File: config.mk
export PLATFORM = sky130hd
export DESIGN_NAME = text_to_signed_integer
export DESIGN_NICKNAME = d
export VERILOG_FILES = /design/src/rtl/tsi_pkg.sv /design/src/rtl/text_to_signed_integer.sv /design/src/rtl/tsi_mul.sv
export SDC_FILE = /design/constraint.sdc
export NUM_CORES = 1
export LEC_CHECK = 0
export ABC_AREA = 1
export BUFFER_PORTS_ARGS = -buffer_cell sky130_fd_sc_hd__buf_2
export CORE_MARGIN = 5
export CORE_UTILIZATION = 35
export CTS_CLUSTER_DIAMETER = 200
export CTS_CLUSTER_SIZE = 25
export DETAILED_ROUTE_END_ITERATION = 8
export GPL_TIMING_DRIVEN = 0
export PLACE_DENSITY_LB_ADDON = 0.2
export SLEW_MARGIN = 0
export SYNTH_ARGS = -nofsm -noshare
export SYNTH_HDL_FRONTEND = slang
export SYNTH_HIERARCHICAL = 1
export SYNTH_SLANG_ARGS = --single-unit
File: constraint.sdc
create_clock -name clk -period 9.1 [get_ports clk]
set_input_delay 0.91 -clock clk [delete_from_list [all_inputs] [get_ports clk]]
set_output_delay 0.91 -clock clk [all_outputs]
set_load 0.005 [all_outputs]
File: src/rtl/tsi_pkg.sv
package tsi_pkg;

    localparam int CH_W     = 8;
    localparam int VALUE_W  = 64;
    localparam int RADIX_W  = 6;
    localparam int COUNT_W  = 16;
    localparam int STATUS_W = 2;
    // six radix bits, so the product grows by six bits over the value
    localparam int PROD_W   = VALUE_W + RADIX_W;
    localparam int STEP_W   = 3;

    localparam logic [STEP_W-1:0] MUL_STEPS = STEP_W'(RADIX_W);

    localparam logic [CH_W-1:0] CH_NUL     = 8'h00;
    localparam logic [CH_W-1:0] CH_TAB     = 8'h09;
    localparam logic [CH_W-1:0] CH_CR      = 8'h0D;
    localparam logic [CH_W-1:0] CH_SPACE   = 8'h20;
    localparam logic [CH_W-1:0] CH_PLUS    = 8'h2B;
    localparam logic [CH_W-1:0] CH_MINUS   = 8'h2D;
    localparam logic [CH_W-1:0] CH_ZERO    = 8'h30;
    localparam logic [CH_W-1:0] CH_NINE    = 8'h39;
    localparam logic [CH_W-1:0] CH_UPPER_A = 8'h41;
    localparam logic [CH_W-1:0] CH_UPPER_Z = 8'h5A;
    localparam logic [CH_W-1:0] CH_UPPER_X = 8'h58;
    localparam logic [CH_W-1:0] CH_LOWER_A = 8'h61;
    localparam logic [CH_W-1:0] CH_LOWER_Z = 8'h7A;
    localparam logic [CH_W-1:0] CH_LOWER_X = 8'h78;

    localparam logic [RADIX_W-1:0] RADIX_DETECT = 6'd0;
    localparam logic [RADIX_W-1:0] RADIX_ONE    = 6'd1;
    localparam logic [RADIX_W-1:0] RADIX_OCT    = 6'd8;
    localparam logic [RADIX_W-1:0] RADIX_DEC    = 6'd10;
    localparam logic [RADIX_W-1:0] RADIX_HEX    = 6'd16;
    localparam logic [RADIX_W-1:0] RADIX_MAX    = 6'd36;
    localparam logic [RADIX_W-1:0] NO_DIGIT     = 6'h3F;

    typedef enum logic [STATUS_W-1:0] {
        ST_OK    = 2'd0,
        ST_NONE  = 2'd1,
        ST_RANGE = 2'd2
    } status_t;

    typedef enum logic [2:0] {
        PH_SPACE  = 3'd0,
        PH_FIRST  = 3'd1,
        PH_ZERO   = 3'd2,
        PH_ZEROX  = 3'd3,
        PH_DIGITS = 3'd4,
        PH_DONE   = 3'd5,
        PH_BAD    = 3'd6
    } phase_t;

    typedef enum logic {
        SQ_IDLE = 1'b0,
        SQ_MUL  = 1'b1
    } seq_t;

    function automatic logic [RADIX_W-1:0] digit_of(input logic [CH_W-1:0] c);
        logic [CH_W-1:0] t;
        begin
            if (c >= CH_ZERO && c <= CH_NINE)
            begin
                t = c - CH_ZERO;
            end
            else if (c >= CH_LOWER_A && c <= CH_LOWER_Z)
            begin
                t = c - CH_LOWER_A + 8'd10;
            end
            else if (c >= CH_UPPER_A && c <= CH_UPPER_Z)
            begin
                t = c - CH_UPPER_A + 8'd10;
            end
            else
            begin
                t = {2'b00, NO_DIGIT};
            end
            return t[RADIX_W-1:0];
        end
    endfunction

endpackage

File: src/rtl/text_to_signed_integer.sv
// Streaming text to signed 64-bit integer converter with strtol behaviour.
// Input channel: one character per transaction on ch (in_valid / in_stall);
// a zero byte ends the string and produces exactly one result transaction
// on value, status and consumed (out_valid / out_stall).
// Configuration: cfg_wr_en with cfg_wr_data writes the radix register
// (0 detects the base from the text, 2 to 36 valid); it is sampled at the
// first non-whitespace character of each string.
// Timing: a digit that is accumulated goes through its accept, six
// shift-add steps of the shared radix multiplier and one saturation
// compare. Every other character, including the terminating zero byte,
// uses no multiplier steps. The result appears in the output register
// the cycle after the zero byte is accepted.
// Stall: the result is held while out_stall is high; a new character is
// refused (in_stall high) while the multiplier runs or while a result is
// held under stall.
// Reset: clears the string state, sets the radix to 10 and drops any
// pending result.
module text_to_signed_integer (
    input  logic                                clk,
    input  logic                                rst_n,
    input  logic                                cfg_wr_en,
    input  logic [tsi_pkg::RADIX_W-1:0]         cfg_wr_data,
    input  logic                                in_valid,
    output logic                                in_stall,
    input  logic [tsi_pkg::CH_W-1:0]            ch,
    output logic                                out_valid,
    input  logic                                out_stall,
    output logic signed [tsi_pkg::VALUE_W-1:0]  value,
    output logic [tsi_pkg::STATUS_W-1:0]        status,
    output logic [tsi_pkg::COUNT_W-1:0]         consumed
);

    tsi_pkg::seq_t                 seq_reg, seq_next;
    tsi_pkg::phase_t               phase_reg, phase_next;
    logic [tsi_pkg::VALUE_W-1:0]   acc_reg, acc_next;
    logic                          neg_reg, neg_next;
    logic [tsi_pkg::RADIX_W-1:0]   ar_reg, ar_next;
    logic                          sat_reg, sat_next;
    logic                          seen_reg, seen_next;
    logic [tsi_pkg::COUNT_W-1:0]   idx_reg, idx_next;
    logic [tsi_pkg::COUNT_W-1:0]   end_reg, end_next;
    logic [tsi_pkg::RADIX_W-1:0]   radix_reg, radix_next;
    logic                          out_valid_reg, out_valid_next;
    logic [tsi_pkg::VALUE_W-1:0]   value_reg, value_next;
    tsi_pkg::status_t              status_reg, status_next;
    logic [tsi_pkg::COUNT_W-1:0]   consumed_reg, consumed_next;

    logic                          accept;
    logic                          load_out;
    logic [tsi_pkg::RADIX_W-1:0]   digit;
    logic                          is_ws;
    logic [tsi_pkg::COUNT_W-1:0]   idx_inc;
    logic [tsi_pkg::VALUE_W-1:0]   limit;
    logic                          mul_start;
    logic [tsi_pkg::RADIX_W-1:0]   mul_radix;
    logic [tsi_pkg::RADIX_W-1:0]   mul_digit;
    logic                          mul_done;
    logic [tsi_pkg::PROD_W-1:0]    mul_prod;
    logic [tsi_pkg::RADIX_W-1:0]   ar_t;
    logic                          first_path;
    logic                          dig_path;
    logic                          take_zero;
    logic                          take_d;

    tsi_mul u_mul (
        .clk    (clk),
        .rst_n  (rst_n),
        .start  (mul_start),
        .mcand  (acc_reg),
        .mult   (mul_radix),
        .addend (mul_digit),
        .done   (mul_done),
        .prod   (mul_prod)
    );

    assign accept   = in_valid && !in_stall;
    assign in_stall = (seq_reg != tsi_pkg::SQ_IDLE) || (out_valid_reg && out_stall);
    assign digit    = tsi_pkg::digit_of(ch);
    assign is_ws    = (ch >= tsi_pkg::CH_TAB && ch <= tsi_pkg::CH_CR) ||
                      (ch == tsi_pkg::CH_SPACE);
    assign idx_inc  = (idx_reg == '1) ? idx_reg : idx_reg + 1'b1;
    assign limit    = {neg_reg, {(tsi_pkg::VALUE_W-1){~neg_reg}}};

    always_comb
    begin
        seq_next       = seq_reg;
        phase_next     = phase_reg;
        acc_next       = acc_reg;
        neg_next       = neg_reg;
        ar_next        = ar_reg;
        sat_next       = sat_reg;
        seen_next      = seen_reg;
        idx_next       = idx_reg;
        end_next       = end_reg;
        radix_next     = cfg_wr_en ? cfg_wr_data : radix_reg;
        load_out       = 1'b0;
        mul_start      = 1'b0;
        mul_radix      = ar_reg;
        mul_digit      = digit;
        ar_t           = ar_reg;
        first_path     = 1'b0;
        dig_path       = 1'b0;
        take_zero      = 1'b0;
        take_d         = 1'b0;

        unique case (seq_reg)
            tsi_pkg::SQ_IDLE:
            begin
                if (accept && ch == tsi_pkg::CH_NUL)
                begin
                    load_out   = 1'b1;
                    phase_next = tsi_pkg::PH_SPACE;
                    acc_next   = '0;
                    neg_next   = 1'b0;
                    ar_next    = '0;
                    sat_next   = 1'b0;
                    seen_next  = 1'b0;
                    idx_next   = '0;
                    end_next   = '0;
                end
                else if (accept)
                begin
                    unique case (phase_reg)
                        tsi_pkg::PH_SPACE:
                        begin
                            if (!is_ws)
                            begin
                                ar_t = radix_reg;
                                if (radix_reg == tsi_pkg::RADIX_ONE ||
                                    radix_reg > tsi_pkg::RADIX_MAX)
                                begin
                                    phase_next = tsi_pkg::PH_BAD;
                                end
                                else if (ch == tsi_pkg::CH_PLUS || ch == tsi_pkg::CH_MINUS)
                                begin
                                    neg_next   = (ch == tsi_pkg::CH_MINUS);
                                    phase_next = tsi_pkg::PH_FIRST;
                                end
                                else
                                begin
                                    first_path = 1'b1;
                                end
                            end
                        end
                        tsi_pkg::PH_FIRST:
                        begin
                            first_path = 1'b1;
                        end
                        tsi_pkg::PH_ZERO:
                        begin
                            if (ch == tsi_pkg::CH_LOWER_X || ch == tsi_pkg::CH_UPPER_X)
                            begin
                                phase_next = tsi_pkg::PH_ZEROX;
                            end
                            else
                            begin
                                if (ar_reg == tsi_pkg::RADIX_DETECT)
                                begin
                                    ar_t = tsi_pkg::RADIX_OCT;
                                end
                                phase_next = tsi_pkg::PH_DIGITS;
                                dig_path   = 1'b1;
                            end
                        end
                        tsi_pkg::PH_ZEROX:
                        begin
                            if (digit < tsi_pkg::RADIX_HEX)
                            begin
                                ar_t       = tsi_pkg::RADIX_HEX;
                                phase_next = tsi_pkg::PH_DIGITS;
                                take_d     = 1'b1;
                            end
                            else
                            begin
                                phase_next = tsi_pkg::PH_DONE;
                            end
                        end
                        tsi_pkg::PH_DIGITS:
                        begin
                            dig_path = 1'b1;
                        end
                        tsi_pkg::PH_DONE, tsi_pkg::PH_BAD:
                        begin
                        end
                        default:
                        begin
                        end
                    endcase

                    if (first_path)
                    begin
                        // a leading zero counts as a digit and may open a hex prefix
                        if ((ar_t == tsi_pkg::RADIX_DETECT || ar_t == tsi_pkg::RADIX_HEX) &&
                            ch == tsi_pkg::CH_ZERO)
                        begin
                            take_zero  = 1'b1;
                            phase_next = tsi_pkg::PH_ZERO;
                        end
                        else
                        begin
                            if (ar_t == tsi_pkg::RADIX_DETECT)
                            begin
                                ar_t = tsi_pkg::RADIX_DEC;
                            end
                            phase_next = tsi_pkg::PH_DIGITS;
                            dig_path   = 1'b1;
                        end
                    end

                    if (dig_path)
                    begin
                        if (digit < ar_t)
                        begin
                            take_d = 1'b1;
                        end
                        else
                        begin
                            phase_next = tsi_pkg::PH_DONE;
                        end
                    end

                    ar_next  = ar_t;
                    idx_next = idx_inc;
                    if (take_zero || take_d)
                    begin
                        seen_next = 1'b1;
                        end_next  = idx_inc;
                    end
                    if (take_d && !sat_reg)
                    begin
                        mul_start = 1'b1;
                        mul_radix = ar_t;
                        seq_next  = tsi_pkg::SQ_MUL;
                    end
                end
            end
            tsi_pkg::SQ_MUL:
            begin
                if (mul_done)
                begin
                    // saturate once the product passes the signed limit
                    if (mul_prod > {{tsi_pkg::RADIX_W{1'b0}}, limit})
                    begin
                        sat_next = 1'b1;
                        acc_next = limit;
                    end
                    else
                    begin
                        acc_next = mul_prod[tsi_pkg::VALUE_W-1:0];
                    end
                    seq_next = tsi_pkg::SQ_IDLE;
                end
            end
            default:
            begin
                seq_next = tsi_pkg::SQ_IDLE;
            end
        endcase
    end

    always_comb
    begin
        out_valid_next = out_valid_reg && out_stall;
        value_next     = value_reg;
        status_next    = status_reg;
        consumed_next  = consumed_reg;
        if (load_out)
        begin
            out_valid_next = 1'b1;
            if (phase_reg == tsi_pkg::PH_BAD || !seen_reg)
            begin
                value_next    = '0;
                status_next   = tsi_pkg::ST_NONE;
                consumed_next = '0;
            end
            else
            begin
                value_next    = neg_reg ? ('0 - acc_reg) : acc_reg;
                status_next   = sat_reg ? tsi_pkg::ST_RANGE : tsi_pkg::ST_OK;
                consumed_next = end_reg;
            end
        end
    end

    always_ff @(posedge clk or negedge rst_n)
    begin
        if (!rst_n)
        begin
            seq_reg       <= tsi_pkg::SQ_IDLE;
            phase_reg     <= tsi_pkg::PH_SPACE;
            acc_reg       <= '0;
            neg_reg       <= 1'b0;
            ar_reg        <= '0;
            sat_reg       <= 1'b0;
            seen_reg      <= 1'b0;
            idx_reg       <= '0;
            end_reg       <= '0;
            radix_reg     <= tsi_pkg::RADIX_DEC;
            out_valid_reg <= 1'b0;
        end
        else
        begin
            seq_reg       <= seq_next;
            phase_reg     <= phase_next;
            acc_reg       <= acc_next;
            neg_reg       <= neg_next;
            ar_reg        <= ar_next;
            sat_reg       <= sat_next;
            seen_reg      <= seen_next;
            idx_reg       <= idx_next;
            end_reg       <= end_next;
            radix_reg     <= radix_next;
            out_valid_reg <= out_valid_next;
        end
    end

    always_ff @(posedge clk)
    begin
        value_reg    <= value_next;
        status_reg   <= status_next;
        consumed_reg <= consumed_next;
    end

    assign out_valid = out_valid_reg;
    assign value     = value_reg;
    assign status    = status_reg;
    assign consumed  = consumed_reg;

`ifndef SYNTHESIS
    a_mul_latency: assert property (@(posedge clk) disable iff (!rst_n)
        mul_start |-> ##7 mul_done)
        else $error("multiplier did not finish in six steps");

    a_sat_at_limit: assert property (@(posedge clk) disable iff (!rst_n)
        sat_reg |-> (acc_reg == limit))
        else $error("saturated accumulator is not at the signed limit");

    a_none_is_zero: assert property (@(posedge clk) disable iff (!rst_n)
        (out_valid_reg && status_reg == tsi_pkg::ST_NONE) |->
            (value_reg == '0 && consumed_reg == '0))
        else $error("failed conversion carries a value or count");
`endif

endmodule

File: src/rtl/tsi_mul.sv
module tsi_mul (
    input  logic                             clk,
    input  logic                             rst_n,
    input  logic                             start,
    input  logic [tsi_pkg::VALUE_W-1:0]      mcand,
    input  logic [tsi_pkg::RADIX_W-1:0]      mult,
    input  logic [tsi_pkg::RADIX_W-1:0]      addend,
    output logic                             done,
    output logic [tsi_pkg::PROD_W-1:0]       prod
);

    logic [tsi_pkg::STEP_W-1:0]  cnt_reg, cnt_next;
    logic                        done_reg, done_next;
    logic [tsi_pkg::PROD_W-1:0]  prod_reg, prod_next;
    logic [tsi_pkg::PROD_W-1:0]  mcand_reg, mcand_next;
    logic [tsi_pkg::RADIX_W-1:0] mult_reg, mult_next;

    always_comb
    begin
        cnt_next   = cnt_reg;
        done_next  = 1'b0;
        prod_next  = prod_reg;
        mcand_next = mcand_reg;
        mult_next  = mult_reg;
        if (start)
        begin
            cnt_next   = tsi_pkg::MUL_STEPS;
            prod_next  = {{(tsi_pkg::PROD_W-tsi_pkg::RADIX_W){1'b0}}, addend};
            mcand_next = {{tsi_pkg::RADIX_W{1'b0}}, mcand};
            mult_next  = mult;
        end
        else if (cnt_reg != '0)
        begin
            // add one shifted partial product per radix bit
            if (mult_reg[0])
            begin
                prod_next = prod_reg + mcand_reg;
            end
            mcand_next = {mcand_reg[tsi_pkg::PROD_W-2:0], 1'b0};
            mult_next  = {1'b0, mult_reg[tsi_pkg::RADIX_W-1:1]};
            cnt_next   = cnt_reg - 1'b1;
            done_next  = (cnt_reg == tsi_pkg::STEP_W'(1));
        end
    end

    always_ff @(posedge clk or negedge rst_n)
    begin
        if (!rst_n)
        begin
            cnt_reg  <= '0;
            done_reg <= 1'b0;
        end
        else
        begin
            cnt_reg  <= cnt_next;
            done_reg <= done_next;
        end
    end

    always_ff @(posedge clk)
    begin
        prod_reg  <= prod_next;
        mcand_reg <= mcand_next;
        mult_reg  <= mult_next;
    end

    assign done = done_reg;
    assign prod = prod_reg;

endmodule

==> results of run 1 <==
## where the power goes
group,internal (mW),switching [mW],total [mW],leakage (nW)
clock,0.362,0.545,0.908,0.231
sequential,2.29,0.531,2.82,3.69
combinational,2.20,4.73,6.93,9.22
## area by class of cell
type	instances	area, um2
Clock inverter	1	8.76
Buffer	93	397
Clock buffer	29	472
Sequential cell	348	9150
Multi-Input combinational cell	2515	12900
Tap cell	931	1160
Inverter	489	1840
Timing Repair Buffer	105	644
Fill cell	7532	42100
## stage by stage
stage / instance area (um2) / utilization (%)
2_1_floorplan: 24300 / -
3_3_place_gp: 26000 / 37.8
3_5_place_dp: 26100 / 38.0
4_1_cts: 26600 / 38.7
5_1_grt: 26600 / 38.7
6_report: 26600 / 38.7
## how the worst max path moves through the flow
stage                from  cells after the start                  end
CTS                 ch[0]                     35  u_mul/mcand_reg[52]
finish              ch[0]                     35  u_mul/mcand_reg[55]
floorplan           ch[0]                     33   u_mul/mcand_reg[0]
global route        ch[0]                     34  u_mul/mcand_reg[52]
global placement    ch[0]                     35     u_mul/cnt_reg[0]
detailed placement  ch[0]                     35  u_mul/mcand_reg[20]
## cells in the mapped netlist, types with 20 or more instances
master    count  share of area [%]
nand2_1     952                 15
inv_1       468                7.2
nor2_1      393                6.1
a21oi_1     276                5.7
o21ai_0     178                3.7
edfxtp_1    158                 20
ha_1        152                7.8
nand3_1     149                3.1
dfrtp_1     118                 12
clkbuf_1     71                1.1
dfxtp_1      70                5.8
a21o_1       64                2.0
nor3_1       57                1.2
nand2_2      35               0.90
xor2_1       35                1.3
nand4_1      32               0.82
nor2_2       27               0.70
nor4_1       20               0.52
## kinds of logic (layout without fill, tap and decap cells)
| group | after synthesis | count (layout) | share of synthesized area [%] |
|---|---|---|---|
| flip-flops | 348 | 348 | 37.7 |
| adder cells (fa/ha/maj) | 153 | 153 | 7.91 |
| XOR/XNOR | 38 | 38 | 1.37 |
| buffers and inverters | 582 | 717 | 9.20 |
| multiplexers | 2 | 2 | 0.0927 |
| AO/OA/AOI/OAI | 600 | 600 | 13.7 |
| AND/OR/NAND/NOR | 1722 | 1722 | 30.1 |
## worst max-delay path: cells and delay by family
kind	cells	cell delay, ps
AOI/OAI and AO/OA	4	630
adders and majority gates	2	590
buffers and inverters	11	2750
and+or+nand+nor	18	1900
## layer usage
layer / up-vias / part of all wire [%] / wire length, um
met2: 621 / 45 / 37400
met3: 80 / 5.5 / 4540
met1: 10647 / 47 / 39100
met4: 0 / 1.8 / 1520
li1: 11421 / - / -
met5: - / 0 / 0
==> results.md, run 1 <==
* Unique masters post-synth at 63
* Final Cycle Share at 72.7%
* GR Layer Usage met3 at 2.13%
* Initial DRC count at 1939
* Slowest stage delay, CP at 750 ps
* FF+latch count, synth at 348
* RSZ-0062 raised after global routing: no
* CP max stage cell: clkbuf_1
* Final GP Congestion at 0.967
* Async SR Flop Fraction at 34.5%
* Met1 usage at 31.1%
* Final Hold Vio Count at 0
* Critical R2R Capture: u_mul/mcand_reg[55]
* # resized after CTS at 0
* Peak supply drop at 162 uV
* Drt first pass iters at 5
* HP Class: in2async
* Crit path kind: in2reg
* Critical Path End Type: flip-flop
* Setup Skew at 36.7 ps
* Die H at 273 um
* Max-slew violations at 0
* Met2 usage at 35.0%
* Critical path data arrival time at 6840 ps
* CTS Buf Count at 17
* Max_cap viols at 0
* Drt total wl at 82500 um
* Setup WS post-layout at 2480 ps
* Lkg Pwr at 13.1 nW
* Fmax achieved at 0.151 GHz
* Final Non-Filler Cells at 4511
* Worst-margin pin slew at 1420 ps
* Startpoint types: primary input
* Post-CTS Setup Bufs at 0
* Crit Path Max Fanout at 44
* Pre-CTS WS at 1900 ps
* Setup Viol. Count Final at 0
* Placed cells at 4481
* Syn. warnings at 6
* Critical Path RT at 9320 ps
* Power, Total at 10.7 mW
* Via density at 5.05
* Status: finished, final reports clean
* Clock-pin slew on the worst setup and hold paths at 100 ps
* Post-DRT Antenna Nets at 0
* Syn Area/Cell at 7.05 um2
* Final #Nets at 3741
* Layout cells sized above 1 at 7.43%
* Hold-fix buffers, CTS at 0
* CTS tree: yes
* Final setup TNS at 0 ps
* Post-synthesis sequential area ratio at 37.7%
* CTS H-tree lvls at 1
* Number of flops mapped to enable cells by yosys at 158
* CTS Sinks at 348
* Synth-to-Final Area Change at 9.45%
* Full die area at 74800 um2
* Largest net degree at the start of global routing at 75
* Leading cell type in the layout, fill and taps excluded: nand2_1
* GR Overflow Total at 0
* Post-synthesis net count at 3617
* Main flop type after synthesis: edfxtp_1
* Initial antenna violation count at 3
* GR Util All Layers at 21.4%
* Worst path most repeated cell: nand2_1
* DRC Markers at 0
* Drt wl/cell at 18.3 um
* Die Wd at 273 um
* Vias in the first global route at 21218
* R2R cell count at 30
* DR vias at 22769
* I/O Pins at 103
* Clk_lat worst skew at 570 ps
* Most Crowded Layer GR: met2
* Core footprint at 68700 um2
* Cell Rows at 96
* Starting Density at 35.4%
* Fin crit period at 6620 ps
* Port buffer count at 99
* PD cells at 401 nW/um2
* Final Hold Slack at 303 ps
* Slew headroom at 4.82%
* R2R Setup Slk at 2830 ps
* Root Buffer Master: clkbuf_16
* R2r startpoint: phase_reg[0]
* HPWL Detailed at 66600 um
* Clock Path Buffers at 3
* Commonest non-fill, non-tap cells in the layout: 952 x nand2_1, 467 x inv_1, 393 x nor2_1, 276 x a21oi_1, 178 x o21ai_0
* Global-route wire length before repair at 125000 um
* Post-Synthesis Cells at 3445
* Area of the mapped netlist at 24300 um2
* ANT cells at 0
(Power assumes the default switching activity.)
==> run 2, diff against run 1 <==
==> constraint.sdc (replaced) <==
create_clock -name clk -period 5.4 [get_ports clk]
set_input_delay 0.54 -clock clk [delete_from_list [all_inputs] [get_ports clk]]
set_output_delay 0.54 -clock clk [all_outputs]
set_load 0.005 [all_outputs]
==> results.md, run 2 (synthesis gave the netlist of run 1 again) <==
* Status: finished, final reports clean (unchanged)
* Clock-pin slew on the worst setup and hold paths at 110 ps (was 100 ps)
* DR vias at 22767 (was 22769)
* Clk_lat worst skew at 570 ps (about the same)
* GR Overflow Total at 0 (unchanged)
* Post-DRT Antenna Nets at 0 (unchanged)
* Via density at 5.04 (was 5.05)
* Critical R2R Capture: u_mul/prod[2] (was u_mul/mcand_reg[55])
* Die H at 273 um (unchanged)
* Fin crit period at 4930 ps
* Largest net degree at the start of global routing at 78 (was 75)
* Core footprint at 68700 um2 (unchanged)
* Final Cycle Share at 91.2%
* Worst-margin pin slew at 1310 ps (was 1420 ps)
* Cell Rows at 96 (unchanged)
* Root Buffer Master: clkbuf_16 (unchanged)
* CP max stage cell: clkbuf_1 (unchanged)
* RSZ-0062 raised after global routing: no (unchanged)
* Buf/Inv on CP at 11 (unchanged)
* CTS Buf Count at 17 (unchanged)
* CTS H-tree lvls at 1 (unchanged)
* CTS tree: yes (unchanged)
* Full die area at 74800 um2 (unchanged)
* R2R cell count at 28 (was 30)
* Final #Nets at 3743 (was 3741)
* Critical Path End Type: flip-flop (unchanged)
* Critical path data arrival time at 5180 ps (was 6840 ps)
* Synth-to-Final Area Change at 9.76% (was 9.45%)
* PD cells at 678 nW/um2 (was 401 nW/um2)
* Final Hold Vio Count at 0 (unchanged)
* Lkg Pwr at 13.2 nW (was 13.1 nW)
* Starting Density at 35.4% (unchanged)
* Setup Viol. Count Final at 0 (unchanged)
* Clock Path Buffers at 3 (unchanged)
* I/O Pins at 103 (unchanged)
* Critical Path RT at 5660 ps (was 9320 ps)
* Drt wl/cell at 18.4 um (was 18.3 um)
* R2r startpoint: phase_reg[0] (unchanged)
* Setup Skew at 38.0 ps (was 36.7 ps)
* Drt total wl at 82800 um (was 82500 um)
* Initial DRC count at 1893 (was 1939)
* Final Hold Slack at 166 ps (was 303 ps)
* Drt first pass iters at 6 (was 5)
* Die Wd at 273 um (unchanged)
* Max_cap viols at 0 (unchanged)
* Power, Total at 18.1 mW (was 10.7 mW)
* Hold Startpoint: cfg_wr_data[0]
* HPWL Detailed at 66600 um (about the same)
* Peak supply drop at 234 uV (was 162 uV)
* HP Class: in2reg (was in2async)
* Worst path most repeated cell: inv_1 (was nand2_1)
* CP top delay family: simple AND/OR/NAND/NOR gates (was buffers and inverters)
* Pre-CTS WS at -1370 ps (was 1900 ps)
* Commonest non-fill, non-tap cells in the layout: 951 x nand2_1, 466 x inv_1, 392 x nor2_1, 276 x a21oi_1, 178 x o21ai_0 (was 952 x nand2_1, 467 x inv_1, 393 x nor2_1, 276 x a21oi_1, 178 x o21ai_0)
* Slowest stage delay, CP at 510 ps (was 750 ps)
* Final setup TNS at 0 ps (unchanged)
* Slew headroom at 12.5% (was 4.82%)
* DRC Markers at 0 (unchanged)
* Initial antenna violation count at 0 (was 3)
* Leading cell type in the layout, fill and taps excluded: nand2_1 (unchanged)
* Stages on worst setup path at 28 (was 35)
* Hold Path Sink: radix_reg[0]
* Worst Hold Path Cells at 3
* Setup WS post-layout at 475 ps (was 2480 ps)
* R2R Setup Slk at 470 ps (was 2830 ps)
* Crit Path Max Fanout at 10 (was 44)
* Global-route wire length before repair at 126000 um (was 125000 um)
* Final GP Congestion at 0.970 (was 0.967)
* Startpoint types: flip-flop (was primary input)
* GR Util All Layers at 21.5% (was 21.4%)
* Fmax achieved at 0.203 GHz
* Port buffer count at 99 (unchanged)
* Crit path kind: reg2reg (was in2reg)
* Vias in the first global route at 21208 (was 21218)
* CTS Sinks at 348 (unchanged)
* Layout cells sized above 1 at 7.84% (was 7.43%)
* ANT cells at 0 (unchanged)
* Max-slew violations at 0 (unchanged)
## run 2: changes by cell type in the layout (fill, tap and decap cells not counted), moves of 2 or more
cell,before,now
clkbuf_1,82,73
clkbuf_2,1,7
buf_12,3,6
buf_1,6,4
buf_2,109,111
clkinvlp_4,0,2
## run 2: cell type report
cell class / instances / area, um2
fill: 7475 / 42000
multi-input combinational: 2515 / 12900
sequential: 348 / 9160
inverter: 489 / 1850
tap: 931 / 1160
timing repair buffer: 109 / 694
clock buffer: 29 / 480
buffer: 91 / 400
clock inverter: 1 / 8.76
## run 2: stage by stage
stage                     std cells  area (um2)  util, %
final                          4513       26700     38.8
after global routing           4513       26700     38.8
after global placement         4475       26000     37.8
after floorplan                3445       24300        -
after CTS                      4512       26600     38.8
after detailed placement       4482       26100     38.0
## run 2: what timing repair did
| action | CTS | global route |
|---|---|---|
| setup buffers | 1 | 1 |
| endpoints found under the hold margin | 43 | 0 |
| setup endpoints to repair | 227 | 225 |
| cloned | 0 | 0 |
| hold buffers | 1 | 0 |
| resized for setup | 3 | 17 |
## run 2: worst max path at each step
stage | slack (ps) | end | startpoint
floorplan | 150 | u_mul/mcand_reg[0] | ch[0]
global placement | -2040 | u_mul/cnt_reg[0] | ch[0]
detailed placement | -1370 | u_mul/mcand_reg[23] | ch[0]
CTS | 20 | u_mul/mcand_reg[37] | ch[0]
global route | 6 | u_mul/cnt_reg[0] | phase_reg[0]
finish | 470 | u_mul/prod[2] | phase_reg[0]
## run 2: metal layers
layer,track usage [%],vias up,part of all wire [%]
met5,0,-,0
met4,4.98,0,2.4
met3,1.89,84,5.0
met2,34.5,606,45
met1,31.6,10647,48
li1,-,11430,-
## run 2: worst register-to-register path, delay by kind of cell, from the launching register on
family | cells | cell delay (ps)
and+or+nand+nor | 12 | 1760
buffers and inverters | 11 | 1740
AOI/OAI and AO/OA | 4 | 370
adders and majority gates | 1 | 300
DFF | 1 | 430
## run 2: where the power goes
part	leakage [nW]	internal (mW)	switching, mW	total, mW
clock network	0.234	0.621	0.930	1.55
logic	9.26	3.73	8.05	11.8
registers	3.69	3.86	0.895	4.76
